<file path="config.mk">
export PLATFORM = sky130hd
export DESIGN_NAME = pmmt_div
export DESIGN_NICKNAME = d
export VERILOG_FILES = /design/src/design/pmmt_pkg.sv /design/src/design/pmmt_div.sv
export SDC_FILE = /design/constraint.sdc
export NUM_CORES = 1
export LEC_CHECK = 0
export ABC_AREA = 1
export ABC_CLOCK_PERIOD_IN_PS = 4100
export CAP_MARGIN = 10
export CORE_UTILIZATION = 59
export CTS_CLUSTER_DIAMETER = 80
export CTS_CLUSTER_SIZE = 30
export DETAILED_ROUTE_END_ITERATION = 10
export DONT_BUFFER_PORTS = 1
export PLACE_DENSITY = 0.8
export SYNTH_ARGS = -nofsm -noshare
export SYNTH_HDL_FRONTEND = slang
export SYNTH_SLANG_ARGS = --single-unit
</file>
<file path="constraint.sdc">
create_clock -name clock -period 4.1 [get_ports clock]
set_input_delay 0.41 -clock clock [delete_from_list [all_inputs] [get_ports clock]]
set_output_delay 0.41 -clock clock [all_outputs]
set_load 0.01 [all_outputs]
</file>
<file path="src/design/pmmt_pkg.sv">
// shared types, constants and helpers for the per-sensor min/max/mean table
// no dependencies; imported by pmmt_div and per_sensor_min_max_mean_table
`default_nettype none
package pmmt_pkg;

   localparam int TABLE_DEPTH = 16;
   localparam int ID_WIDTH    = 32;
   localparam int IDX_W       = (TABLE_DEPTH > 1) ? $clog2(TABLE_DEPTH) : 1;
   localparam int OUT_ID_W    = 32;
   localparam int SUM_W       = 96;
   localparam int DIV_STEPS   = SUM_W;
   localparam int STEP_W      = $clog2(DIV_STEPS);

   localparam logic [1:0] CMD_SAMPLE = 2'd0;
   localparam logic [1:0] CMD_SET    = 2'd1;
   localparam logic [1:0] CMD_CLEAR  = 2'd2;
   localparam logic [1:0] CMD_TICK   = 2'd3;

   localparam logic [1:0] KIND_INT32  = 2'd0;
   localparam logic [1:0] KIND_UINT32 = 2'd1;
   localparam logic [1:0] KIND_INT64  = 2'd2;

   localparam logic [1:0] STATUS_OK      = 2'd0;
   localparam logic [1:0] STATUS_ZERO_ID = 2'd1;
   localparam logic [1:0] STATUS_FULL    = 2'd2;

   localparam logic RSP_ACK    = 1'b0;
   localparam logic RSP_RECORD = 1'b1;

   typedef struct packed {
      logic                   go;
      logic [SUM_W-1:0]       dividend;
      logic [31:0]            divisor;
   } div_req_type;

   typedef struct packed {
      logic                   done;
      logic [63:0]            quotient;
   } div_rsp_type;

   // raw sample bits to a signed 64-bit value per registered type
   function automatic logic [63:0] to_sample(input logic [1:0] k, input logic [63:0] b);
      logic [63:0] r;
      case (k)
         KIND_INT32:  r = {{32{b[31]}}, b[31:0]};
         KIND_UINT32: r = {32'd0, b[31:0]};
         KIND_INT64:  r = b;
         default:     r = b[63] ? 64'h7FFF_FFFF_FFFF_FFFF : b;
      endcase
      return r;
   endfunction

endpackage
`default_nettype wire

</file>
<file path="src/design/pmmt_div.sv">
// shared restoring divider: signed 96-bit sum by unsigned 32-bit count, one bit per cycle
// depends on pmmt_pkg
`default_nettype none
module pmmt_div (
   input  wire logic                 clock,
   input  wire logic                 reset,
   input  pmmt_pkg::div_req_type     div_req,
   output pmmt_pkg::div_rsp_type     div_rsp
);
   import pmmt_pkg::*;

   logic              run_ff;
   logic [STEP_W-1:0] cnt_ff;
   logic [SUM_W-1:0]  num_ff;
   logic [31:0]       rem_ff;
   logic [31:0]       den_ff;
   logic [63:0]       quo_ff;
   logic              neg_ff;
   logic              done_ff;
   logic [63:0]       result_ff;

   logic [32:0]       trial;
   logic              q_bit;
   logic [32:0]       diff;
   logic [63:0]       quo_in;

   always_comb begin
      trial  = {rem_ff, num_ff[SUM_W-1]};
      diff   = trial - {1'b0, den_ff};
      q_bit  = (trial >= {1'b0, den_ff});
      quo_in = {quo_ff[62:0], q_bit};
   end

   always_ff @(posedge clock) begin
      if (reset) begin
         run_ff  <= 1'b0;
         done_ff <= 1'b0;
         cnt_ff  <= '0;
      end else begin
         done_ff <= 1'b0;
         if (div_req.go) begin
            run_ff <= 1'b1;
            cnt_ff <= '0;
         end else if (run_ff) begin
            cnt_ff <= cnt_ff + 1'b1;
            if (cnt_ff == STEP_W'(DIV_STEPS - 1)) begin
               run_ff  <= 1'b0;
               done_ff <= 1'b1;
            end
         end
      end
   end

   always_ff @(posedge clock) begin
      if (div_req.go) begin
         neg_ff <= div_req.dividend[SUM_W-1];
         num_ff <= div_req.dividend[SUM_W-1] ? (~div_req.dividend + 1'b1) : div_req.dividend;
         den_ff <= div_req.divisor;
         rem_ff <= '0;
         quo_ff <= '0;
      end else if (run_ff) begin
         rem_ff <= q_bit ? diff[31:0] : trial[31:0];
         num_ff <= {num_ff[SUM_W-2:0], 1'b0};
         quo_ff <= quo_in;
         if (cnt_ff == STEP_W'(DIV_STEPS - 1))
            result_ff <= neg_ff ? (~quo_in + 1'b1) : quo_in;
      end
   end

   assign div_rsp.done     = done_ff;
   assign div_rsp.quotient = result_ff;

endmodule
`default_nettype wire

</file>
### Yosys cells after proc, flatten, opt, wreduce, memory -nomap -nowiden

Cells that the tools add are included.

| storage, ports and cells | value |
|---|---|
| register bits | 297 |
| input port bits | 131 |
| output and inout bits | 65 |
| word-level logic and storage cells | 32 |

| operators by class | value |
|---|---|
| bitwise operators | 4 |
| reduce and logical (&&, ||, !) cells | 4 |
| add/subtract/negate cells | 4 |
| $lt $le $gt $ge | 1 |
| muxes and demuxes | 9 |
| equal/unequal tests | 1 |

Operators with widths:

| cell | count |
|---|---|
| 96-bit two-way mux | 3 |
| 96-bit by 1-bit adder with 96-bit output (second input constant) | 1 |
| 96-bit inverter | 1 |
| 64-bit by 1-bit adder with 64-bit output (second input constant) | 1 |
| 64-bit two-way mux | 1 |
| 64-bit inverter | 1 |
| 33-bit by 32-bit greater-or-equal comparator with 1-bit output | 1 |
| 32-bit two-way mux | 1 |
| 32-bit subtractor | 1 |
| 7-bit by 1-bit adder with 7-bit output (second input constant) | 1 |
| 7-bit equality test (second input constant) | 1 |
| 1-bit two-way mux | 4 |
| 3-bit AND reduction | 1 |
| 3-bit OR reduction | 1 |
| 1-bit inverter | 2 |
| 2-bit nonzero test | 1 |
| 2-bit OR reduction | 1 |

### Logic depth before layout (Yosys ltp)

Gate-level depths: netlist of the first run.

| depth | value |
|---|---|
| word-level depth | 4 |
| depth in mapped cells | 27 |
| gate-level depth less buffers | 27 |

### Least setup slack after synthesis of the first run

No wires, ideal clock.

| path | value |
|---|---|
| path type | input -> register |
| from | input port div_req[128] (netlist bit) |
| to | register result_ff[0], enable pin |
| arrival time | 3.589 ns |
| required time | 3.614 ns |
| buffers on the path | 1 |
| path slack | 0.025 ns |
| cell stages on the path | 4 |
| setup time | 0.486 ns |
| path through | inv_1 > clkbuf_1 > nand4_1 > nor2_1 |

| between the ends | value |
|---|---|
| word-level cells in the longest chain between the ends | 2 |

Ends and longest elaborated chain:

| element | line | text |
|---|---|---|
| from (decl) | pmmt_div.sv:7 | `input pmmt_pkg::div_req_type div_req,` |
| 1-bit inverter (no source line) | - |  |
| 3-bit AND reduction (no source line) | - |  |
| to (signal assigned) | pmmt_div.sv:66 | `result_ff <= neg_ff ? (~quo_in + 1'b1) : quo_in;` |
| to (decl) | pmmt_div.sv:20 | `logic [63:0] result_ff;` |

No other way between the ends.
A chain may end at the register's enable or synchronous reset.

### Final worst setup path of the first run

| path | value |
|---|---|
| from | register den_ff[16] |
| to | register result_ff[56], data pin |

| between the ends | value |
|---|---|
| word-level cells in the longest chain between the ends | 4 |

Ends and longest elaborated chain:

| element | line | text |
|---|---|---|
| from (decl) | pmmt_div.sv:16 | `logic [31:0] den_ff;` |
| from (signal assigned) | pmmt_div.sv:58 | `den_ff <= div_req.divisor;` |
| 33-bit by 32-bit greater-or-equal comparator with 1-bit output | pmmt_div.sv:30 | `q_bit = (trial >= {1'b0, den_ff});` |
| 64-bit inverter | pmmt_div.sv:66 |  |
| 64-bit by 1-bit adder with 64-bit output | pmmt_div.sv:66 |  |
| 64-bit two-way mux | pmmt_div.sv:66 |  |

No other way between the ends.

==> results of run 1 <==
[cell usage in the layout (no fill, tap or decap), types with 3 or more instances in the layout]
cell type | synthesis | layout
a21o_1 | 3 | 3
a21oi_1 | 60 | 60
a31oi_1 | 48 | 48
buf_4 | 4 | 13
clkbuf_16 | 0 | 19
clkinv_16 | 0 | 3
dfxtp_1 | 104 | 104
dlygate4sd3_1 | 0 | 34
edfxtp_1 | 193 | 193
ha_1 | 35 | 35
inv_1 | 277 | 274
inv_16 | 0 | 3
inv_2 | 3 | 5
nand2_1 | 597 | 597
nand2_2 | 3 | 3
nand3_1 | 127 | 127
nand3_2 | 3 | 3
nand3b_1 | 4 | 4
nand4_1 | 79 | 79
nor2_1 | 354 | 352
nor2_2 | 7 | 8
nor2_4 | 5 | 6
nor3_1 | 31 | 31
nor4_1 | 10 | 10
o211ai_1 | 3 | 3
o21a_1 | 5 | 5
o21ai_0 | 117 | 117
o21ai_1 | 12 | 12
o21ai_2 | 4 | 4
o21bai_1 | 8 | 8
o22ai_1 | 65 | 65
o31ai_1 | 6 | 6
or2_2 | 7 | 7
xnor2_1 | 17 | 17
xor2_1 | 117 | 117
[per-stage QoR]
step	utilization, %	instance area (um^2)	hold WS (ps)	total power [mW]	setup slack [ps]
after floorplan	-	18100	444	3.89	24.7
after global placement	61.6	18400	457	3.99	611
after detailed placement	61.6	18400	458	4.01	449
after CTS	65.1	19500	7.49	6.23	440
after global routing	65.1	19500	20.1	6.41	101
final	65.1	19500	52.5	6.22	383
[registers in the layout, indices dropped and copies added, names as in the netlist]
register   count
run_ff         1
rem_ff        32
cnt_ff         7
quo_ff        63
result_ff     64
neg_ff         1
done_ff        1
num_ff        96
den_ff        32
[cells by family after synthesis]
family                     Yosys count  share of synthesized area (%)
adders and majority gates           36                           2.53
AOI/OAI and AO/OA                  341                           11.0
xor gates and xnor gates           134                           6.49
and+or+nand+nor                   1238                           29.0
DFF                                297                           43.5
buffers and inverters              351                           7.48
[worst max-delay path: stages (launching register included)]
cell	delay, ps
edfxtp_1	390
inv_1	60
ha_1	270
a21oi_1	230
nand2_1	110
a21oi_1	160
nand3_2	220
nand2_4	160
nand2_4	60
inv_4	110
ha_1	220
nand3_4	110
nor2_4	130
nand2_2	110
nor2_4	120
nand2_2	80
nor2_4	110
nor2_1	90
nor2_4	170
o21ai_2	130
a21oi_4	230
nand2_1	80
nand2_1	70
nand2_1	50
[area by class of cell]
class | instances | area (um^2)
timing repair buffer | 48 | 458
antenna | 1 | 2.50
multi-input combinational | 1749 | 8870
clock buffer | 21 | 483
tap | 390 | 488
fill | 2628 | 10400
clock inverter | 11 | 221
inverter | 281 | 1060
sequential | 297 | 7880
[worst min path at each step]
stage | endpoint | slack (ps) | cells after the start
6_report | num_ff[0] | 50 | 2
5_1_grt | den_ff[31] | 20 | 0
4_1_cts | den_ff[31] | 7 | 0
3_5_place_dp | rem_ff[16] | 460 | 2
3_3_place_gp | rem_ff[17] | 460 | 2
2_1_floorplan | rem_ff[26] | 440 | 2
[what timing repair did]
item                      in CTS  in global routing
resized for setup              0                  0
buffers inserted               0                  0
hold endpoints to repair      66                  0
hold buffers                  35                  0
[per-layer routing]
| metal | track usage, % | wire [um] | up-vias |
|---|---|---|---|
| met3 | 7.75 | 5260 | 143 |
| met1 | 43.2 | 21400 | 7682 |
| met4 | 14.8 | 2560 | 0 |
| met2 | 58.6 | 25900 | 790 |
| li1 | - | - | 7984 |
| met5 | 0 | 0 | - |
[power by group]
group / total [mW] / internal [mW] / leakage, nW / switching, mW
Sequential: 3.38 / 3.34 / 2.72 / 0.0427
Combinational: 0.608 / 0.202 / 5.30 / 0.406
Clock: 2.23 / 1.01 / 0.336 / 1.22
Total: 6.22 / 4.56 / 8.36 / 1.67
==> impl_metrics.toml, run 1 <==
[status]
status = "finished clean"

[grt]
antenna_found_initial = 2
grt_usage_pct = 35.0
overflow = 0
grt_pass1_vias = 15837
grt_max_degree = 130
grt_pass1_wl_mm = 85.0

[synthesis]
synth.most_common_cell = "nand2_1"
yosys_most_used_dff = "edfxtp_1"
synthArstFlopShare_pct = 0
avgSynthCellArea_um2 = 7.55
yosysTopAreaCell = "edfxtp_1"
synth_top_area_share_pct = 32.0
syn_area_um2 = 18100
synthDistinctLibCells = 52
seq_area_frac_synth_pct = 43.5
synthTopCellsByCount = "597 x nand2_1, 354 x nor2_1, 277 x inv_1"
yosys_warnings = 0
syn-instance-count = 2397
synth.area.top_cells = "edfxtp_1 32%, nand2_1 12%, dfxtp_1 12%"
ys_ff_latch = 297
synth_nets = 2564
synth_edf_count = 193

[critical_path]
reg2reg_depth = 23
reg2reg_slack_ps = 380
r2r-start = "den_ff[16]"
worstPathMaxFanout = 10
endpoint = "result_ff[56]"
crit_type = "reg2reg"
worst_setup_path_end_kind = "flop"
critPathRequiredTime_ps = 4410
startpoint = "den_ff[16]"
timing.rr.end = "result_ff[56]"
arrival_ps = 4020
crit_path_start_kind = "flop"

[sta]
worstMarginPinSlew_ps = 1190
finalClockSkew_ps = 22.8
hold_violations = 0
min_period_ps = 3720
rsz0062_at_grt = "false"
setup_viol = 0
tns_ps = 0
clock.fmax_mhz = 269
fin_crit_sh_pct = 90.7
relSlewSlack_pct = 20.3
drv_slew = 0

[die]
fp.dieW_um = 177
std_cell_rows = 63
die_area_um2 = 31400
core_um2 = 29900
die_y_um = 177
io_pins = 196
start_util_pct = 60.5

[finish]
nets = 2562
stdcell_count = 2798
syn2layout_area_growth_pct = 7.59
drive_gt1_share_pct = 3.86

[pwr]
ir_drop_mv = 0.346
p_leak_nw = 8.36
power_density_nw_per_um2 = 320

[routing]
avgRoutedWirePerCell_um = 19.7
ant_nets = 0
viasPerCell = 5.93
routed-via-count = 16599
drtIter0Drc = 1664
wirelength_mm = 55.2
drc = 0
drtPass1Iterations = 5

[placed_design]
dp_hpwl_mm = 41.8
portBuffers = 0
globalplace.congestion = 1.02
dp.cells = 2730

[cts]
clockBufferDepth = 3
clock_latency_ps = 540
cts.sinks = 297
cts-root-buf = "clkbuf_16"
cts_buffers = 18
cts_tree = "done"
htreeDepth = 1
clk_pin_slew_ps = 110

[min_path]
hold_path.class = "in2reg"
hp-start = "div_req[32]"

[run]
drv_cap = 0
(Power assumes the default switching activity.)
==> run 2, diff against run 1 <==
ABC_AREA = default   (was 1)
ABC_CLOCK_PERIOD_IN_PS = 3500   (was 4100)
CORE_UTILIZATION = 64   (was 59)
PLACE_DENSITY = 0.82   (was 0.8)
clock period = 3.5 ns   (was 4.1 ns; I/O delays follow)
==> impl_metrics.toml, run 2 <==
[run]
drv_cap = 0

[finish]
nets = 1924
largest_register_ffs = 96
final_common_cell = "nor2_1"
top_regs = "num_ff: 96 flops, result_ff: 64 flops, quo_ff: 63 flops"
syn2layout_area_growth_pct = 18.2
drive_gt1_share_pct = 17.9
antenna_cells = 0
largest_register = "num_ff"
final_cell_mix = "208 x nor2_1, 193 x edfxtp_1, 179 x buf_4"

[cts]
cts_tree = "done"
clock_latency_ps = 520
htreeDepth = 1
clk_pin_slew_ps = 120
cts.sinks = 297
cts-root-buf = "clkbuf_16"
cts_buffers = 16
clockBufferDepth = 3

[synthesis]
synthArstFlopShare_pct = 0
seq_area_frac_synth_pct = 49.3
syn-instance-count = 1600
synth_edf_count = 193
synthTopCellsByCount = "211 x nor2_1, 193 x edfxtp_1, 125 x a21oi_1"
synthDistinctLibCells = 68
yosys_most_used_dff = "edfxtp_1"
syn_area_um2 = 16000
ys_ff_latch = 297
synth_top_area_share_pct = 36.3
avgSynthCellArea_um2 = 9.99
synth_nets = 1767
yosysTopAreaCell = "edfxtp_1"
synth.area.top_cells = "edfxtp_1 36%, dfxtp_1 13%, xor2_1 5.4%"
yosys_warnings = 0
synth.most_common_cell = "nor2_1"

[routing]
drtPass1Iterations = 5
ant_nets = 0
routed-via-count = 12995
drtIter0Drc = 1164
viasPerCell = 6.21
avgRoutedWirePerCell_um = 18.7
wirelength_mm = 39.0
drc = 0

[min_path]
min_delay_path_depth = 1
hold_path.class = "in2reg"
hp-start = "div_req[32]"
whs_endpoint = "num_ff[0]"

[grt]
overflow = 0
grt_pass1_wl_mm = 61.6
grt_max_degree = 193
antenna_found_initial = 0
grt_usage_pct = 29.4
grt_pass1_vias = 12486

[die]
core_um2 = 24400
io_pins = 196
fp.dieW_um = 160
start_util_pct = 65.5
die_area_um2 = 25600
std_cell_rows = 57
die_y_um = 160

[sta]
relSlewSlack_pct = 12.7
clock.fmax_mhz = 242
fin_crit_sh_pct = 118
min_period_ps = 4140
worst_slack_ps = -637
worstMarginPinSlew_ps = 1310
hold_violations = 0
drv_slew = 0
finalClockSkew_ps = 30.7
setup_viol = 21
rsz0062_at_grt = "true"

[critical_path]
worstPathMaxFanout = 5
reg2reg_depth = 18
crit_top_cell = "a21o_1"
worst_setup_path_end_kind = "flop"
reg2reg_slack_ps = -640
crit_path_start_kind = "flop"
crit_type = "reg2reg"
timing.rr.end = "result_ff[56]"
crit_chain = "inv_2, ha_4, a21o_1, a21o_1, a21o_1, a31o_2, a2111o_1, nor2_4, ha_4, nand3_4, nand4bb_4, or4_4, or2_4, nor2_4, buf_4, nand2_2, o31ai_4, xnor2_1"
r2r-start = "den_ff[26]"
critPathSlowestCell = "a2111o_1"
critPathRequiredTime_ps = 3780
arrival_ps = 4420
cp_slowest_stage_delay_ps = 470

[placed_design]
dp_slack_ps = -661
globalplace.congestion = 0.913
portBuffers = 0
dp_hpwl_mm = 25.3

[pwr]
power_density_nw_per_um2 = 415
p_total_mw = 7.85
p_leak_nw = 7.35
ir_drop_mv = 0.445

[status]
violations = "negative setup slack"
status = "finished, violations left"
-- run 2: cell families (layout without fill, tap and decap cells) --
| group | after synthesis | after routing | share of synthesized area, % |
|---|---|---|---|
| AND/OR/NAND/NOR | 500 | 500 | 15.1 |
| multiplexers | 72 | 72 | 4.56 |
| XOR/XNOR | 182 | 182 | 9.97 |
| buffers and inverters | 140 | 307 | 3.33 |
| adder cells (fa/ha/maj) | 36 | 36 | 2.87 |
| AO/OA/AOI/OAI | 373 | 373 | 14.9 |
| flip-flops | 297 | 297 | 49.3 |
-- run 2: what timing repair did --
item	4_1_cts	5_1_grt
hold endpoints to repair	157	0
resized for setup	41	25
pin swaps	17	20
cloned	0	0
endpoints found under the setup margin	30	43
hold buffers	36	0
buffers inserted	11	13
-- run 2: metrics by stage --
stage               TNS, ps  hold slack, ps  utilization, %  cell area [um^2]  std cells
finish                -8610            29.5            77.5             18900       2091
global route         -11570            7.23            77.5             18900       2091
CTS                   -6910            14.1            76.6             18700       2080
detailed placement    -9410             416            71.7             17500       2006
global placement      -6790             415            71.7             17500       2006
floorplan            -11260             422               -             16100       1600
-- run 2: cell type report --
cell class,count,area [um^2]
Inverter,55,208
Clock buffer,19,433
Sequential cell,297,7880
Clock inverter,9,141
Tap cell,324,405
Timing Repair Buffer,224,1850
Fill cell,1570,5500
Multi-Input combinational cell,1163,7970
-- run 2: worst max path at each step --
stage	start	to	slack, ps	cells past startpoint
floorplan	den_ff[18]	result_ff[54]	-860	21
global placement	den_ff[18]	result_ff[58]	-540	18
detailed placement	den_ff[22]	result_ff[60]	-660	18
CTS	den_ff[22]	result_ff[58]	-570	18
global route	den_ff[25]	result_ff[62]	-820	17
finish	den_ff[26]	result_ff[56]	-640	18
-- run 2: where the power goes --
part | switching, mW | internal [mW]
sequential | 0.0873 | 3.97
clock | 1.22 | 1.03
combinational | 0.802 | 0.741
-- run 2: critical path: cells and delay by family (launching register included) --
kind	cells	cell delay, ps
compound gates	6	1480
xor+xnor	1	90
fa+ha+maj	2	360
buf+inv	2	220
flops	1	400
simple gates	7	1360
-- run 2: routing by layer --
| metal | wire, um | track usage (%) | vias to the layer above |
|---|---|---|---|
| li1 | - | - | 6122 |
| met1 | 16200 | 39.2 | 6262 |
| met2 | 18700 | 49.1 | 533 |
| met3 | 3140 | 5.79 | 78 |
| met4 | 945 | 7.84 | 0 |
| met5 | 0 | 0 | - |
==> run 3, diff against run 2 <==
ABC_AREA = 1   (was default)
CORE_UTILIZATION = 65   (was 64)
PLACE_DENSITY = 0.83   (was 0.82)
==> impl_metrics.toml, run 3 (same netlist as run 1, synthesis figures left out) <==
[routing]
viasPerCell = 6.11
drc = 0
ant_nets = 0
avgRoutedWirePerCell_um = 19.8
drtIter0Drc = 2253
wirelength_mm = 55.2
drtPass1Iterations = 6
routed-via-count = 17040

[finish]
seq_area_um2 = 7880
final_cell_mix = "587 x nand2_1, 351 x nor2_1, 274 x inv_1"
top_regs = "num_ff: 96 flops, result_ff: 64 flops, quo_ff: 63 flops"
n_fill_cell = 2109
multi_input_area_um2 = 8960
nets = 2573
fin_area_um2 = 19500
syn2layout_area_growth_pct = 7.89
drive_gt1_share_pct = 5.05
largest_register = "num_ff"
largest_register_ffs = 96
final_common_cell = "nand2_1"

[status]
status = "finished clean"

[sta]
hold_violations = 0
clock.fmax_mhz = 303
worstMarginPinSlew_ps = 1060
fin_crit_sh_pct = 94.4
min_period_ps = 3300
finalClockSkew_ps = 14.6
setup_viol = 0
drv_slew = 0
worst_hold_slack_ps = 13.6
tns_ps = 0
relSlewSlack_pct = 29.5
rsz0062_at_grt = "false"

[die]
start_util_pct = 66.7
core_um2 = 27100
fp.dieW_um = 169
std_cell_rows = 60
die_y_um = 169
die_area_um2 = 28500
io_pins = 196

[pwr]
p_total_mw = 7.02
power_density_nw_per_um2 = 360
p_leak_nw = 8.37
ir_drop_mv = 0.484

[grt]
overflow = 0
grt_max_degree = 104
grtUsageMet3_pct = 7.18
grt_usage_pct = 38.2
antenna_found_initial = 2
grt_pass1_vias = 16233
met2_usage_pct = 65.1
met1_usage_pct = 47.7
grt_pass1_wl_mm = 85.4
busiest_layer = "met2"

[cts]
cts-root-buf = "clkbuf_16"
cts_buffers = 16
cts_tree = "done"
cts.sinks = 297
clock_latency_ps = 530
clockBufferDepth = 3
htreeDepth = 1
clk_pin_slew_ps = 110

[placed_design]
dp_hpwl_mm = 40.6
globalplace.congestion = 0.975
portBuffers = 0
placed_area_um2 = 18500

[run]
drv_cap = 0

[critical_path]
cp_slowest_stage_delay_ps = 340
critPathSlowestCell = "edfxtp_1"
crit_path_start_kind = "flop"
path_delay_family = "simple AND/OR/NAND/NOR gates"
worst_setup_path_end_kind = "flop"
crit_top_cell = "nand2_1"
crit_type = "reg2reg"
crit_chain = "inv_1, ha_1, a21oi_1, nand2_1, nand2_1, nand2_1, nand2_1, nand3_2, nand2_4, nand2_4, inv_4, ha_4, nand3_4, nor2_4, nand2_4, nor2_4, nand2_2, nor2_4, nor2_2, nor2_4, o21ai_4, nor2_1, nand2_1, xor2_1"
arrival_ps = 3590
path_buf_inv = 2
critPathRequiredTime_ps = 3790
worstPathMaxFanout = 4

[min_path]
hold_path.class = "in2reg"
run 3: metrics by stage:
step	utilization, %	std cells	setup WS [ps]
floorplan	-	2397	356
global placement	68.1	2721	213
detailed placement	68.1	2721	42.7
CTS	71.6	2785	57.3
global route	72.0	2790	0.223
finish	72.0	2790	197
run 3: report_power, final:
part	switching, mW	total (mW)	leakage, nW	internal, mW
logic	0.488	0.735	5.37	0.247
registers	0.0516	3.96	2.72	3.91
clock network	1.29	2.32	0.275	1.03
total	1.83	7.02	8.37	5.19
run 3: layer usage:
layer | vias to the layer above | share of wire, %
met2 | 1012 | 47
li1 | 7981 | -
met3 | 166 | 9.9
met5 | - | 0
met4 | 0 | 4.5
met1 | 7881 | 39
run 3: repair_timing:
item | 4_1_cts | 5_1_grt
gates resized for setup | 1 | 24
endpoints found under the hold margin | 69 | 0
hold buffers | 36 | 0
setup buffers | 0 | 3
pin swaps | 0 | 6
setup endpoints to repair | 1 | 11
run 3: worst reg2reg max path: cells and delay by family, from the launching register on:
kind	cells	cell delay, ps
fa+ha+maj	2	460
flops	1	340
compound gates	2	340
simple gates	17	1700
buf+inv	2	100
xor+xnor	1	140
run 3: area by class of cell:
type | count | area share, %
Timing Repair Buffer | 61 | 2.92
Inverter | 281 | 5.44
Antenna cell | 2 | 0.0256
Multi-Input combinational cell | 1749 | 45.9
Clock inverter | 8 | 0.692
Clock buffer | 20 | 2.24
Tap cell | 372 | 2.38
Sequential cell | 297 | 40.4
run 3: path summary, 6_finish.rpt:
check	start	to	slack [ps]	cells past startpoint
max reg2reg	den_ff[4]	result_ff[52]	200	24
max	den_ff[4]	result_ff[52]	200	24
min	reset	cnt_ff[0]	10	3
min reg2reg	rem_ff[19]	rem_ff[19]	480	2
